File: src/hdl/button_debounce_hold_repeat_top_assert.svh
// Assertion macros shared by the button debounce block
`ifndef BUTTON_DEBOUNCE_HOLD_REPEAT_TOP_ASSERT_SVH
`define BUTTON_DEBOUNCE_HOLD_REPEAT_TOP_ASSERT_SVH

// check the consequent in the same cycle as the antecedent
`define BDHR_ASSERT_NOW(label, ante, cons, msg) \
  label: assert property (@(posedge clk) disable iff (rst) (ante) |-> (cons)) \
    else $error(msg);

// check the consequent in the cycle after the antecedent
`define BDHR_ASSERT_NEXT(label, ante, cons, msg) \
  label: assert property (@(posedge clk) disable iff (rst) (ante) |=> (cons)) \
    else $error(msg);

`endif

File: src/hdl/bdhr_pkg.sv
// Shared types and constants for the button debounce, long-press and repeat block
package bdhr_pkg;

  localparam int LEVELS_W  = 6;
  localparam int DEB_W     = 8;
  localparam int HOLD_W    = 16;
  localparam int KIND_W    = 2;
  localparam int INDEX_W   = 3;
  localparam int CFG_IDX_W = 3;
  localparam int CFG_DATA_W = 16;

  localparam logic [KIND_W-1:0] EV_SINGLE  = 2'd0;
  localparam logic [KIND_W-1:0] EV_HOLD    = 2'd1;
  localparam logic [KIND_W-1:0] EV_RELEASE = 2'd2;

  localparam logic [CFG_IDX_W-1:0] CFG_DEBOUNCE     = 3'd0;
  localparam logic [CFG_IDX_W-1:0] CFG_LONG_PRESS   = 3'd1;
  localparam logic [CFG_IDX_W-1:0] CFG_REPEAT_SEEK  = 3'd2;
  localparam logic [CFG_IDX_W-1:0] CFG_REPEAT_VOL   = 3'd3;
  localparam logic [CFG_IDX_W-1:0] CFG_REPEAT_OTHER = 3'd4;
  localparam logic [CFG_IDX_W-1:0] CFG_RELEASE_MASK = 3'd5;

  localparam logic [DEB_W-1:0]    DEBOUNCE_RESET     = 8'd100;
  localparam logic [HOLD_W-1:0]   LONG_PRESS_RESET   = 16'd800;
  localparam logic [HOLD_W-1:0]   REPEAT_SEEK_RESET  = 16'd1000;
  localparam logic [HOLD_W-1:0]   REPEAT_VOL_RESET   = 16'd500;
  localparam logic [HOLD_W-1:0]   REPEAT_OTHER_RESET = 16'hFFFF;
  localparam logic [LEVELS_W-1:0] RELEASE_MASK_RESET = 6'd10;

  localparam int BTN_SEEK_LEFT  = 1;
  localparam int BTN_SEEK_RIGHT = 3;
  localparam int BTN_VOL_DOWN   = 4;
  localparam int BTN_VOL_UP     = 5;

  typedef struct packed {
    logic              valid;
    logic [KIND_W-1:0] kind;
  } lane_ev_t;

endpackage

File: src/hdl/button_debounce_hold_repeat_top.sv
// Top level: config registers, one lane per button and the event merge stage
// Pipeline: on acceptance the events of a tick go into the pending mask register; from there
//   each result moves into the output register in turn whenever the output is not stalled.
// Throughput: one result per cycle from the merge stage while the output is not stalled; the
//   input is stalled until the last pending result of a tick moves out (at most BUTTONS per tick).
// Reset (synchronous, rst high): every button idle with counters cleared, registers at
//   their default values, no pending events, output empty.
module button_debounce_hold_repeat_top import bdhr_pkg::*; #(
  parameter int BUTTONS = 6
) (
  input  logic                  clk,
  input  logic                  rst,
  input  logic                  in_valid,
  output logic                  in_stall,
  input  logic [LEVELS_W-1:0]   pressed_levels,
  output logic                  out_valid,
  input  logic                  out_stall,
  output logic [INDEX_W-1:0]    button_index,
  output logic [KIND_W-1:0]     event_kind,
  output logic                  last_event,
  input  logic                  cfg_write,
  input  logic [CFG_IDX_W-1:0]  cfg_index,
  input  logic [CFG_DATA_W-1:0] cfg_data
);

  logic [DEB_W-1:0]       debounce_ticks;
  logic [HOLD_W-1:0]      long_press_ticks;
  logic [HOLD_W-1:0]      repeat_seek_ticks;
  logic [HOLD_W-1:0]      repeat_volume_ticks;
  logic [HOLD_W-1:0]      repeat_other_ticks;
  logic [LEVELS_W-1:0]    release_event_mask;

  lane_ev_t [BUTTONS-1:0] events;
  logic                   accept;
  logic                   busy;

  assign in_stall = busy;
  assign accept   = in_valid && !busy;

  always_ff @(posedge clk) begin
    if (rst) begin
      debounce_ticks      <= DEBOUNCE_RESET;
      long_press_ticks    <= LONG_PRESS_RESET;
      repeat_seek_ticks   <= REPEAT_SEEK_RESET;
      repeat_volume_ticks <= REPEAT_VOL_RESET;
      repeat_other_ticks  <= REPEAT_OTHER_RESET;
      release_event_mask  <= RELEASE_MASK_RESET;
    end else if (cfg_write) begin
      case (cfg_index)
        CFG_DEBOUNCE:     debounce_ticks      <= cfg_data[DEB_W-1:0];
        CFG_LONG_PRESS:   long_press_ticks    <= cfg_data[HOLD_W-1:0];
        CFG_REPEAT_SEEK:  repeat_seek_ticks   <= cfg_data[HOLD_W-1:0];
        CFG_REPEAT_VOL:   repeat_volume_ticks <= cfg_data[HOLD_W-1:0];
        CFG_REPEAT_OTHER: repeat_other_ticks  <= cfg_data[HOLD_W-1:0];
        CFG_RELEASE_MASK: release_event_mask  <= cfg_data[LEVELS_W-1:0];
        default: ;
      endcase
    end
  end

  for (genvar i = 0; i < BUTTONS; i++) begin : g_lane
    logic              pressed;
    logic              release_en;
    logic [HOLD_W-1:0] repeat_ticks;

    if (i < LEVELS_W) begin : g_wired
      assign pressed    = pressed_levels[i];
      assign release_en = release_event_mask[i];
    end else begin : g_spare
      assign pressed    = 1'b0;
      assign release_en = 1'b0;
    end

    if (i == BTN_SEEK_LEFT || i == BTN_SEEK_RIGHT) begin : g_seek
      assign repeat_ticks = repeat_seek_ticks;
    end else if (i == BTN_VOL_DOWN || i == BTN_VOL_UP) begin : g_vol
      assign repeat_ticks = repeat_volume_ticks;
    end else begin : g_other
      assign repeat_ticks = repeat_other_ticks;
    end

    bdhr_lane u_lane (
      .clk              (clk),
      .rst              (rst),
      .step             (accept),
      .pressed          (pressed),
      .debounce_ticks   (debounce_ticks),
      .long_press_ticks (long_press_ticks),
      .repeat_ticks     (repeat_ticks),
      .release_en       (release_en),
      .ev               (events[i])
    );
  end

  bdhr_merge #(
    .BUTTONS (BUTTONS)
  ) u_merge (
    .clk          (clk),
    .rst          (rst),
    .accept       (accept),
    .events       (events),
    .busy         (busy),
    .out_valid    (out_valid),
    .out_stall    (out_stall),
    .button_index (button_index),
    .event_kind   (event_kind),
    .last_event   (last_event)
  );

endmodule

File: src/hdl/bdhr_lane.sv
// One button lane: debounce, short and long press, hold repeat
module bdhr_lane import bdhr_pkg::*; (
  input  logic              clk,
  input  logic              rst,
  input  logic              step,
  input  logic              pressed,
  input  logic [DEB_W-1:0]  debounce_ticks,
  input  logic [HOLD_W-1:0] long_press_ticks,
  input  logic [HOLD_W-1:0] repeat_ticks,
  input  logic              release_en,
  output lane_ev_t          ev
);

  typedef enum logic [2:0] {
    PH_IDLE,
    PH_PRESS_DEB,
    PH_SHORT,
    PH_LONG,
    PH_RELEASE_DEB
  } phase_t;

  phase_t            phase, phase_next;
  logic              was_long, was_long_next;
  logic [DEB_W-1:0]  debounce_count, debounce_count_next;
  logic [HOLD_W-1:0] hold_count, hold_count_next;
  logic [HOLD_W-1:0] hold_period, hold_period_next;

  logic [DEB_W-1:0]  deb_inc;
  logic [HOLD_W-1:0] hold_inc;
  logic              deb_done;

  assign deb_inc  = (debounce_count == '1) ? debounce_count : debounce_count + DEB_W'(1);
  assign hold_inc = (hold_count == '1) ? hold_count : hold_count + HOLD_W'(1);
  assign deb_done = deb_inc > debounce_ticks;

  always_comb begin
    phase_next          = phase;
    was_long_next       = was_long;
    debounce_count_next = debounce_count;
    hold_count_next     = hold_count;
    hold_period_next    = hold_period;
    ev.valid            = 1'b0;
    ev.kind             = EV_SINGLE;
    case (phase)
      PH_PRESS_DEB: begin
        if (!pressed) begin
          debounce_count_next = '0;
          phase_next          = PH_IDLE;
        end else begin
          debounce_count_next = deb_inc;
          if (deb_done) begin
            hold_count_next = '0;
            phase_next      = PH_SHORT;
          end
        end
      end
      PH_SHORT: begin
        if (!pressed) begin
          debounce_count_next = '0;
          was_long_next       = 1'b0;
          phase_next          = PH_RELEASE_DEB;
        end else begin
          hold_count_next = hold_inc;
          if (hold_inc > long_press_ticks) begin
            phase_next = PH_LONG;
          end
        end
      end
      PH_LONG: begin
        if (!pressed) begin
          debounce_count_next = '0;
          was_long_next       = 1'b1;
          phase_next          = PH_RELEASE_DEB;
        end else begin
          hold_count_next = hold_inc;
          if (hold_inc > hold_period) begin
            hold_count_next  = '0;
            hold_period_next = repeat_ticks;
            ev.valid         = 1'b1;
            ev.kind          = EV_HOLD;
          end
        end
      end
      PH_RELEASE_DEB: begin
        if (pressed) begin
          debounce_count_next = '0;
          phase_next          = was_long ? PH_LONG : PH_SHORT;
        end else begin
          debounce_count_next = deb_inc;
          if (deb_done) begin
            if (!was_long) begin
              ev.valid = 1'b1;
              ev.kind  = EV_SINGLE;
            end else if (release_en) begin
              ev.valid = 1'b1;
              ev.kind  = EV_RELEASE;
            end
            hold_count_next = '0;
            phase_next      = PH_IDLE;
          end
        end
      end
      default: begin
        phase_next = PH_IDLE;
        if (pressed) begin
          hold_period_next    = long_press_ticks;
          debounce_count_next = '0;
          phase_next          = PH_PRESS_DEB;
        end
      end
    endcase
  end

  always_ff @(posedge clk) begin
    if (rst) begin
      phase          <= PH_IDLE;
      was_long       <= 1'b0;
      debounce_count <= '0;
      hold_count     <= '0;
      hold_period    <= '0;
    end else if (step) begin
      phase          <= phase_next;
      was_long       <= was_long_next;
      debounce_count <= debounce_count_next;
      hold_count     <= hold_count_next;
      hold_period    <= hold_period_next;
    end
  end

endmodule

File: src/hdl/bdhr_merge.sv
// Merge stage: serialise lane events in ascending button order into the output register
module bdhr_merge import bdhr_pkg::*; #(
  parameter int BUTTONS = 6
) (
  input  logic                     clk,
  input  logic                     rst,
  input  logic                     accept,
  input  lane_ev_t [BUTTONS-1:0]   events,
  output logic                     busy,
  output logic                     out_valid,
  input  logic                     out_stall,
  output logic [INDEX_W-1:0]       button_index,
  output logic [KIND_W-1:0]        event_kind,
  output logic                     last_event
);

`include "button_debounce_hold_repeat_top_assert.svh"

  logic [BUTTONS-1:0]             mask;
  logic [BUTTONS-1:0][KIND_W-1:0] kinds;
  logic [BUTTONS-1:0]             ev_mask;
  logic [BUTTONS-1:0]             pick;
  logic [BUTTONS-1:0]             rest;
  logic [INDEX_W-1:0]             pick_index;
  logic [KIND_W-1:0]              pick_kind;
  logic                           pop;

  assign pick = mask & (~mask + BUTTONS'(1));
  assign rest = mask & ~pick;
  assign pop  = (mask != '0) && (!out_valid || !out_stall);
  assign busy = (mask != '0) && !(pop && rest == '0);

  always_comb begin
    pick_index = '0;
    pick_kind  = '0;
    for (int i = 0; i < BUTTONS; i++) begin
      ev_mask[i] = events[i].valid;
      if (pick[i]) begin
        pick_index = pick_index | INDEX_W'(i);
        pick_kind  = pick_kind | kinds[i];
      end
    end
  end

  always_ff @(posedge clk) begin
    if (rst) begin
      mask      <= '0;
      out_valid <= 1'b0;
    end else begin
      if (accept) begin
        mask <= ev_mask;
      end else if (pop) begin
        mask <= rest;
      end
      if (pop) begin
        out_valid <= 1'b1;
      end else if (!out_stall) begin
        out_valid <= 1'b0;
      end
    end
  end

  always_ff @(posedge clk) begin
    if (accept) begin
      for (int i = 0; i < BUTTONS; i++) begin
        kinds[i] <= events[i].kind;
      end
    end
    if (pop) begin
      button_index <= pick_index;
      event_kind   <= pick_kind;
      last_event   <= (rest == '0);
    end
  end

  `BDHR_ASSERT_NEXT(a_drain, mask != '0 && !out_valid, out_valid, "pending item not moved out")
  `BDHR_ASSERT_NEXT(a_hold_stalled, out_valid && out_stall && mask != '0, $stable(mask),
                    "pending events changed while output stalled")
  `BDHR_ASSERT_NEXT(a_last_empties, pop && rest == '0 && !accept, mask == '0,
                    "events left after last item of a tick")

endmodule
File: config.mk
export PLATFORM = sky130hd
export DESIGN_NAME = button_debounce_hold_repeat_top
export DESIGN_NICKNAME = d
export VERILOG_FILES = /design/src/hdl/bdhr_pkg.sv /design/src/hdl/button_debounce_hold_repeat_top.sv /design/src/hdl/bdhr_lane.sv /design/src/hdl/bdhr_merge.sv
export VERILOG_INCLUDE_DIRS = /design/src /design/src/hdl
export SDC_FILE = /design/constraint.sdc
export NUM_CORES = 1
export LEC_CHECK = 0
export BUFFER_PORTS_ARGS = -buffer_cell sky130_fd_sc_hd__buf_2
export CAP_MARGIN = 10
export CORE_MARGIN = 4
export CORE_UTILIZATION = 27
export DETAILED_ROUTE_END_ITERATION = 10
export GPL_TIMING_DRIVEN = 0
export SLEW_MARGIN = 5
export SYNTH_ARGS = -nofsm -noshare
export SYNTH_HDL_FRONTEND = slang
export SYNTH_HIERARCHICAL = 1
export SYNTH_SLANG_ARGS = --single-unit
export TNS_END_PERCENT = 30
File: constraint.sdc
create_clock -name clk -period 4.1 [get_ports clk]
set_input_delay 0.615 -clock clk [delete_from_list [all_inputs] [get_ports clk]]
set_output_delay 0.615 -clock clk [all_outputs]
set_load 0.02 [all_outputs]
---- After elaboration in Yosys (flattened, before gate mapping) ----
Cells that the tools add are included.
storage, ports and cells
  bits in registers ....................... 367
  latch bits .............................. 0
  bits in writable memories ............... 0
  ROM bits ................................ 0
  input port bits ......................... 30
  output and inout bits ................... 8
  logic and storage cells ................. 525
  memories kept ........................... 0
operators by class
  $add $sub $neg .......................... 13
  multiply operators ...................... 0
  div/mod/pow operators ................... 0
  magnitude comparators ................... 18
  eq/ne operators ......................... 108
  shift-type cells ........................ 0
  multiplexer cells ....................... 242
  bitwise logic cells ..................... 15
  reduce and logical (&&, ||, !) cells .... 80
operator list
  kind                                                                    count
  16-bit two-way mux                                                      60
  16-bit case mux with 4 select lines                                     6
  8-bit two-way mux                                                       30
  3-bit two-way mux                                                       79
  16-bit > comparator                                                     12
  16-bit case mux with 2 select lines                                     6
  8-bit case mux with 3 select lines                                      6
  16-bit by 1-bit adder with 16-bit output (second input constant)        6
  16-bit equality test (second input constant)                            6
  2-bit != test (second input constant)                                   42
  3-bit case mux with 4 select lines                                      6
  3-bit by 2-bit != test with 1-bit output (second input constant)        18
  8-bit by 1-bit adder with 8-bit output (second input constant)          6
  8-bit equality test (second input constant)                             6
  8-bit > comparator                                                      6
  4-bit AND reduction                                                     12
  4-bit nonzero test                                                      12
  3-bit by 2-bit equality test with 1-bit output (second input constant)  14
  3-bit case mux with 2 select lines                                      6
  6-bit AND reduction                                                     6
  5-bit AND reduction                                                     6
  1-bit two-way mux                                                       27
  3-bit equality test (second input constant)                             8
  3-bit by 1-bit equality test with 1-bit output (second input constant)  7
  other kinds (20)                                                        83

---- Depth between registers and ports, before layout ----
  depth after elaboration ................. 14
  depth in mapped cells ................... 18
  mapped depth without buffers ............ 17

---- Cells and area by module ----
The synthesis kept the hierarchy.
modules (own cells, without submodules)
  module                             times used  cells an instance  area an instance (µm²)  sequential area each (µm²)
  bdhr_lane at g_lane[1].u_lane ...  3           461                3634.7                  880.8
  bdhr_lane at g_lane[0].u_lane      1           441                3694.8                  880.8
  bdhr_lane at g_lane[5].u_lane      1           429                3543.4                  880.8
  bdhr_lane at g_lane[2].u_lane      1           411                3482.1                  880.8
  button_debounce_hold_repeat_top    1           298                3114.2                  1561.5
  bdhr_merge                         1           96                 1113.6                  680.7

---- Worst setup path before layout ----
Ideal clock, no wire load.
  kind .................................... input -> register
  start point ............................. input port out_stall
  end point ............................... register g_lane[1].u_lane.hold_count[1]
  library setup time ...................... 0.128 ns
  arrival ................................. 3.980 ns
  data required time ...................... 3.972 ns
  path slack .............................. -0.008 ns
  cell stages on the path ................. 11
  path buffers ............................ 3
  path through ............................ a221oi_1 -> a211oi_1 -> o41a_1 -> nor2b_1 -> clkbuf_1 -> and3_1 -> clkbuf_1 -> a311oi_2 -> clkbuf_1 -> a32oi_1 -> nor2_1
between the ends
  cells in the longest elaborated chain, start to end .. 9
ends and longest elaborated chain
  what                                  RTL line                               RTL
  from (decl)                           button_debounce_hold_repeat_top.sv:17  input logic out_stall,
  1-bit zero test                       bdhr_merge.sv:30                       assign pop = (mask != '0) && (!out_valid || !out_stall);
  1-bit logical OR                      bdhr_merge.sv:30
  1-bit logical AND                     bdhr_merge.sv:30
  1-bit logical AND                     bdhr_merge.sv:31                       assign busy = (mask != '0) && !(pop && rest == '0);
  1-bit zero test                       bdhr_merge.sv:31
  1-bit logical AND                     bdhr_merge.sv:31
  named net in_stall                    button_debounce_hold_repeat_top.sv:14  output logic in_stall,
  1-bit zero test                       button_debounce_hold_repeat_top.sv:38  assign accept = in_valid && !busy;
  1-bit logical AND                     button_debounce_hold_repeat_top.sv:38
  named net accept                      button_debounce_hold_repeat_top.sv:34  logic accept;
  6-bit AND reduction (no source line)  n/a
  to (signal assigned)                  bdhr_lane.sv:125                       hold_count <= hold_count_next;
  to (decl)                             bdhr_lane.sv:25                        logic [HOLD_W-1:0] hold_count, hold_count_next;
The timed path passes the listed nets, and every way through them passes these cells.
A chain may end at the register's enable or synchronous reset.

---- Worst setup path in the final report ----
  start point ............................. register g_lane[4].u_lane.hold_count[4]
  end point ............................... register g_lane[4].u_lane.hold_period[11]
between the ends
  cells in the longest elaborated chain, start to end .. 5
  elaborated cells on any way between the ends .. 6
  those cells by class .................... add/sub (1); order compare (1); eq/ne (2); mux (1); reduce/logical (1)
ends and longest elaborated chain
  what                                                                                     RTL line          RTL
  from (decl)                                                                              bdhr_lane.sv:25
  from (signal assigned)                                                                   bdhr_lane.sv:125
  16-bit by 1-bit adder with 16-bit output / 16-bit equality test (equally long branches)  bdhr_lane.sv:33   assign hold_inc = (hold_count == '1) ? hold_count : hold_count + HOLD_W'(1);
  16-bit two-way mux *                                                                     bdhr_lane.sv:33
  16-bit > comparator *                                                                    bdhr_lane.sv:76   if (hold_inc > hold_period) begin
  2-bit by 1-bit != test with 1-bit output (no source line) *                              n/a
  4-bit AND reduction (no source line) *                                                   n/a
  to (signal assigned)                                                                     bdhr_lane.sv:126  hold_period <= hold_period_next;
  to (decl)                                                                                bdhr_lane.sv:26   logic [HOLD_W-1:0] hold_period, hold_period_next;
Mark *: on every way between the ends. The rest lies on a longest branch, timed or not.

==> impl_metrics.env <==
export IMPL_die_y_um=317
export IMPL_cts_sinks=367
export IMPL_period_share_pct=98.8
export IMPL_routedWlPerCell_um=18.1
export IMPL_clk_pin_slew_ns=0.06
export IMPL_start_kind="flop"
export IMPL_clock_latency_ns=0.60
export IMPL_arrival_ns=4.51
export IMPL_grt_max_degree=22
export IMPL_diodes=0
export IMPL_synthTopCellsByArea="dfxtp_1 27%, ha_1 12%, mux2i_1 6.5%, nor2_1 4.1%, inv_1 3.9%"
export IMPL_dpl_worst_slack_ns=-0.825
export IMPL_synthCells=3058
export IMPL_num_rows=113
export IMPL_first_global_vias=21300
export IMPL_cts_buffers=43
export IMPL_cp_startpoint="g_lane[4].u_lane/hold_count[4]$_SDFFE_PP0P_"
export IMPL_ff2ff_path_depth=16
export IMPL_setup_viol=0
export IMPL_slew_headroom_pct=15.5
export IMPL_design_portCount=38
export IMPL_synth_flop_cell="dfxtp_1"
export IMPL_grt_remaining_overflow=0
export IMPL_grt_pass1_wl_um=125000
export IMPL_worst_pin_slew_ns=1.27
export IMPL_min_path_type="in -> reg"
export IMPL_syn_to_final_growth_pct=16.8
export IMPL_cp_slowest_cell="dfxtp_1"
export IMPL_synth_top_area_share_pct=27.0
export IMPL_clock_path_buffers=3
export IMPL_syn_area_per_cell_um2=8.45
export IMPL_cts_tree="yes"
export IMPL_worst_path_buf_inv=2
export IMPL_finalPower_mw=8.99
export IMPL_synth_top_area_cell="dfxtp_1"
export IMPL_synth_fp_nets=3328
export IMPL_cap_violations=0
export IMPL_r2r_start="g_lane[4].u_lane/hold_count[4]$_SDFFE_PP0P_"
export IMPL_postLayoutCoreUtil_pct=31.8
export IMPL_drt_wl_total_um=81000
export IMPL_track_usage_pct=15.3
export IMPL_use_met2_pct=23.7
export IMPL_vias=23200
export IMPL_cp_slowest_stage_delay_ns=0.43
export IMPL_die_area_um2=101000
export IMPL_grt_use_met1_pct=21.9
export IMPL_htree_levels=2
export IMPL_viasPerCell=5.19
export IMPL_antenna_found_initial=5
export IMPL_crit_chain="nand4_2, nor4_4, clkbuf_4, nor2_1, nand4_1, nor3_1, or2_1, ha_1, o21a_1, nor4b_1, a311oi_1, o21ai_2, o211ai_4, a21bo_4, buf_6, a211oi_2"
export IMPL_fmax_mhz=247
export IMPL_whs_ns=0.319
export IMPL_worstPathRequired_ns=4.56
export IMPL_die_w_um=317
export IMPL_reg2reg_to="g_lane[4].u_lane/hold_period[11]$_SDFFE_PP0P_"
export IMPL_async_flop_share_pct=0
export IMPL_synth_edff_count=18
export IMPL_synthesis_area_um2=25900
export IMPL_dr_pass1_iters=5
export IMPL_root_buffer="clkbuf_16"
export IMPL_post_route_cell_area_um2=30200
export IMPL_dr_first_iter_drc_count=1838
export IMPL_ant_nets=0
export IMPL_place_hpwl_um=58700
export IMPL_slew_violations=0
export IMPL_status="finished clean"
export IMPL_regToRegSetupSlack_ns=0.05
export IMPL_start_util_pct=27.2
export IMPL_routabilityCongestion=0.901
export IMPL_crit_path_max_fanout=10
export IMPL_crit_path_end_kind="flop"
export IMPL_synth_cell_types=110
export IMPL_busiest_layer="met2"
export IMPL_hold_viol_final=0
export IMPL_yosys_warnings=6
export IMPL_core_um2=95000
export IMPL_cp_depth=16
export IMPL_drc_errors=0
export IMPL_ys_seq_area_share_pct=29.1
export IMPL_finalCriticalPeriod_ns=4.05
export IMPL_crit_family="simple AND/OR/NAND/NOR gates"
export IMPL_drive_above_1_share_pct=13.1
export IMPL_powerDensity_nw_per_um2=298
export IMPL_globalRouteMet3Util_pct=2.08
export IMPL_ys_ff_latch=367
export IMPL_power_leakage_nw=12.7
export IMPL_portBuffers=33
export IMPL_final_setup_worst_slack_ns=0.0503
export IMPL_nets=3448
export IMPL_placedInstanceArea_um2=27600
export IMPL_timing_worst_setup_path_type="reg -> reg"
export IMPL_cp_endpoint="g_lane[4].u_lane/hold_period[11]$_SDFFE_PP0P_"
export IMPL_rsz0062_at_grt="true"
export IMPL_fin_skew_ns=0.0367
export IMPL_peakVddDrop_uv=253
per-stage QoR:
stage	setup TNS [ns]	cells
global route	-2.02	4476
finish	0	4476
global placement	-155.23	4356
CTS	0	4449
detailed placement	-64.66	4357
floorplan	0	3058
worst reg2reg max path, stage by stage (launching register included):
cell      delay, ns
dfxtp_1        0.43
nand4_2        0.25
nor4_4         0.39
clkbuf_4       0.28
nor2_1         0.11
nand4_1        0.15
nor3_1         0.07
or2_1          0.27
ha_1           0.35
o21a_1         0.15
nor4b_1        0.15
a311oi_1       0.31
o21ai_2        0.16
o211ai_4       0.35
a21bo_4        0.23
buf_6          0.18
a211oi_2       0.09
cell usage in the layout (no fill, tap or decap), types with 17 or more instances in the layout:
| cell type | synthesis | final |
|---|---|---|
| nand2b_1 | 68 | 68 |
| inv_1 | 266 | 266 |
| clkbuf_1 | 110 | 97 |
| nand4_1 | 90 | 90 |
| nor3_1 | 53 | 46 |
| nand3_1 | 95 | 92 |
| o21ai_0 | 53 | 51 |
| edfxtp_1 | 18 | 18 |
| clkbuf_16 | 0 | 46 |
| a22oi_1 | 44 | 44 |
| a211oi_1 | 43 | 42 |
| a311oi_1 | 18 | 18 |
| a211oi_2 | 40 | 41 |
| mux2i_1 | 168 | 168 |
| buf_4 | 7 | 48 |
| buf_6 | 16 | 20 |
| ha_1 | 240 | 234 |
| nor4_1 | 26 | 17 |
| xor2_1 | 30 | 23 |
| xnor2_1 | 62 | 61 |
| nor2b_1 | 39 | 38 |
| a21oi_1 | 195 | 193 |
| a21o_1 | 40 | 40 |
| a22o_1 | 29 | 29 |
| nand2_1 | 203 | 203 |
| a32oi_1 | 39 | 39 |
| buf_2 | 21 | 54 |
| and3_1 | 70 | 69 |
| o21a_1 | 29 | 29 |
| dfxtp_1 | 349 | 334 |
| nor2_1 | 280 | 276 |
area by class of cell:
cell class                      count  area [um^2]
Fill cell                       10100        64800
Multi-Input combinational cell   2268        17100
Sequential cell                   367         7550
Tap cell                         1265         1580
Clock buffer                       53         1200
Inverter                          267         1000
Buffer                            155          843
Timing Repair Buffer               76          527
Clock inverter                     25          370
cells by family (layout without fill, tap and decap cells):
family | Yosys count | count (layout) | share of synthesized area, %
buffers and inverters | 423 | 576 | 6.87
adders and majority gates | 241 | 241 | 11.7
DFF | 367 | 367 | 29.1
AOI/OAI and AO/OA | 711 | 711 | 20.9
muxes | 181 | 181 | 7.07
and+or+nand+nor | 1037 | 1037 | 20.7
xor gates and xnor gates | 98 | 98 | 3.64
per-layer routing:
layer / part of all wire (%) / wire length [um] / up-vias
met1: 47 / 38100 / 11000
met4: 3.0 / 2450 / 4
met3: 6.3 / 5140 / 127
met2: 44 / 35300 / 666
li1: - / - / 11400
met5: 0.031 / 25 / -
power by group:
group / switching, mW / internal (mW) / total, mW
clock: 1.67 / 2.64 / 4.31
sequential: 0.0868 / 3.68 / 3.77
combinational: 0.572 / 0.346 / 0.918
registers in the layout, summed over array words and instances, names as in the netlist:
name                          count
g_lane.u_lane/debounce_count     48
g_lane.u_lane/phase              18
release_event_mask                6
u_merge/event_kind                2
long_press_ticks                 16
u_merge/mask                      6
u_merge/button_index              3
debounce_ticks                    8
u_merge/kinds                    12
g_lane.u_lane/was_long            6
g_lane.repeat_ticks              48
g_lane.u_lane/hold_period        96
u_merge/out_valid                 1
g_lane.u_lane/hold_count         96
u_merge/last_event                1
synth_stat cells, drive strengths merged, types with 41 or more instances:
cell,instances
nand4,95
mux2i,168
a22oi,44
nand2,203
a21o,41
nor2,280
nor3,54
clkbuf,110
and3,71
o21ai,65
buf,46
inv,267
nand2b,68
ha,240
xnor2,63
dfxtp,349
a211oi,84
a21oi,196
nand3,96
repair_timing:
item	CTS	global route
gates resized for setup	56	106
pin swaps	13	36
endpoints found under the setup margin	203	197
cloned	0	1
hold buffers	0	0
setup buffers	14	26
worst min path at each step:
stage	from	cells past startpoint	to	slack, ns
2_1_floorplan	g_lane[2].u_lane/hold_period[4]$_SDFFE_PP0P_	1	g_lane[2].u_lane/hold_period[4]$_SDFFE_PP0P_	0.43
3_5_place_dp	g_lane[2].u_lane/hold_period[8]$_SDFFE_PP0P_	1	g_lane[2].u_lane/hold_period[8]$_SDFFE_PP0P_	0.45
4_1_cts	cfg_data[9]	3	g_lane[4].repeat_ticks[9]$_SDFFE_PP0P_	0.29
6_report	cfg_data[9]	3	g_lane[4].repeat_ticks[9]$_SDFFE_PP0P_	0.32
5_1_grt	cfg_data[6]	3	long_press_ticks[6]$_SDFFE_PP0P_	0.32
3_3_place_gp	g_lane[2].u_lane/hold_period[7]$_SDFFE_PP0P_	1	g_lane[2].u_lane/hold_period[7]$_SDFFE_PP0P_	0.45
No activity file was read; power rests on OpenSTA's default activity.
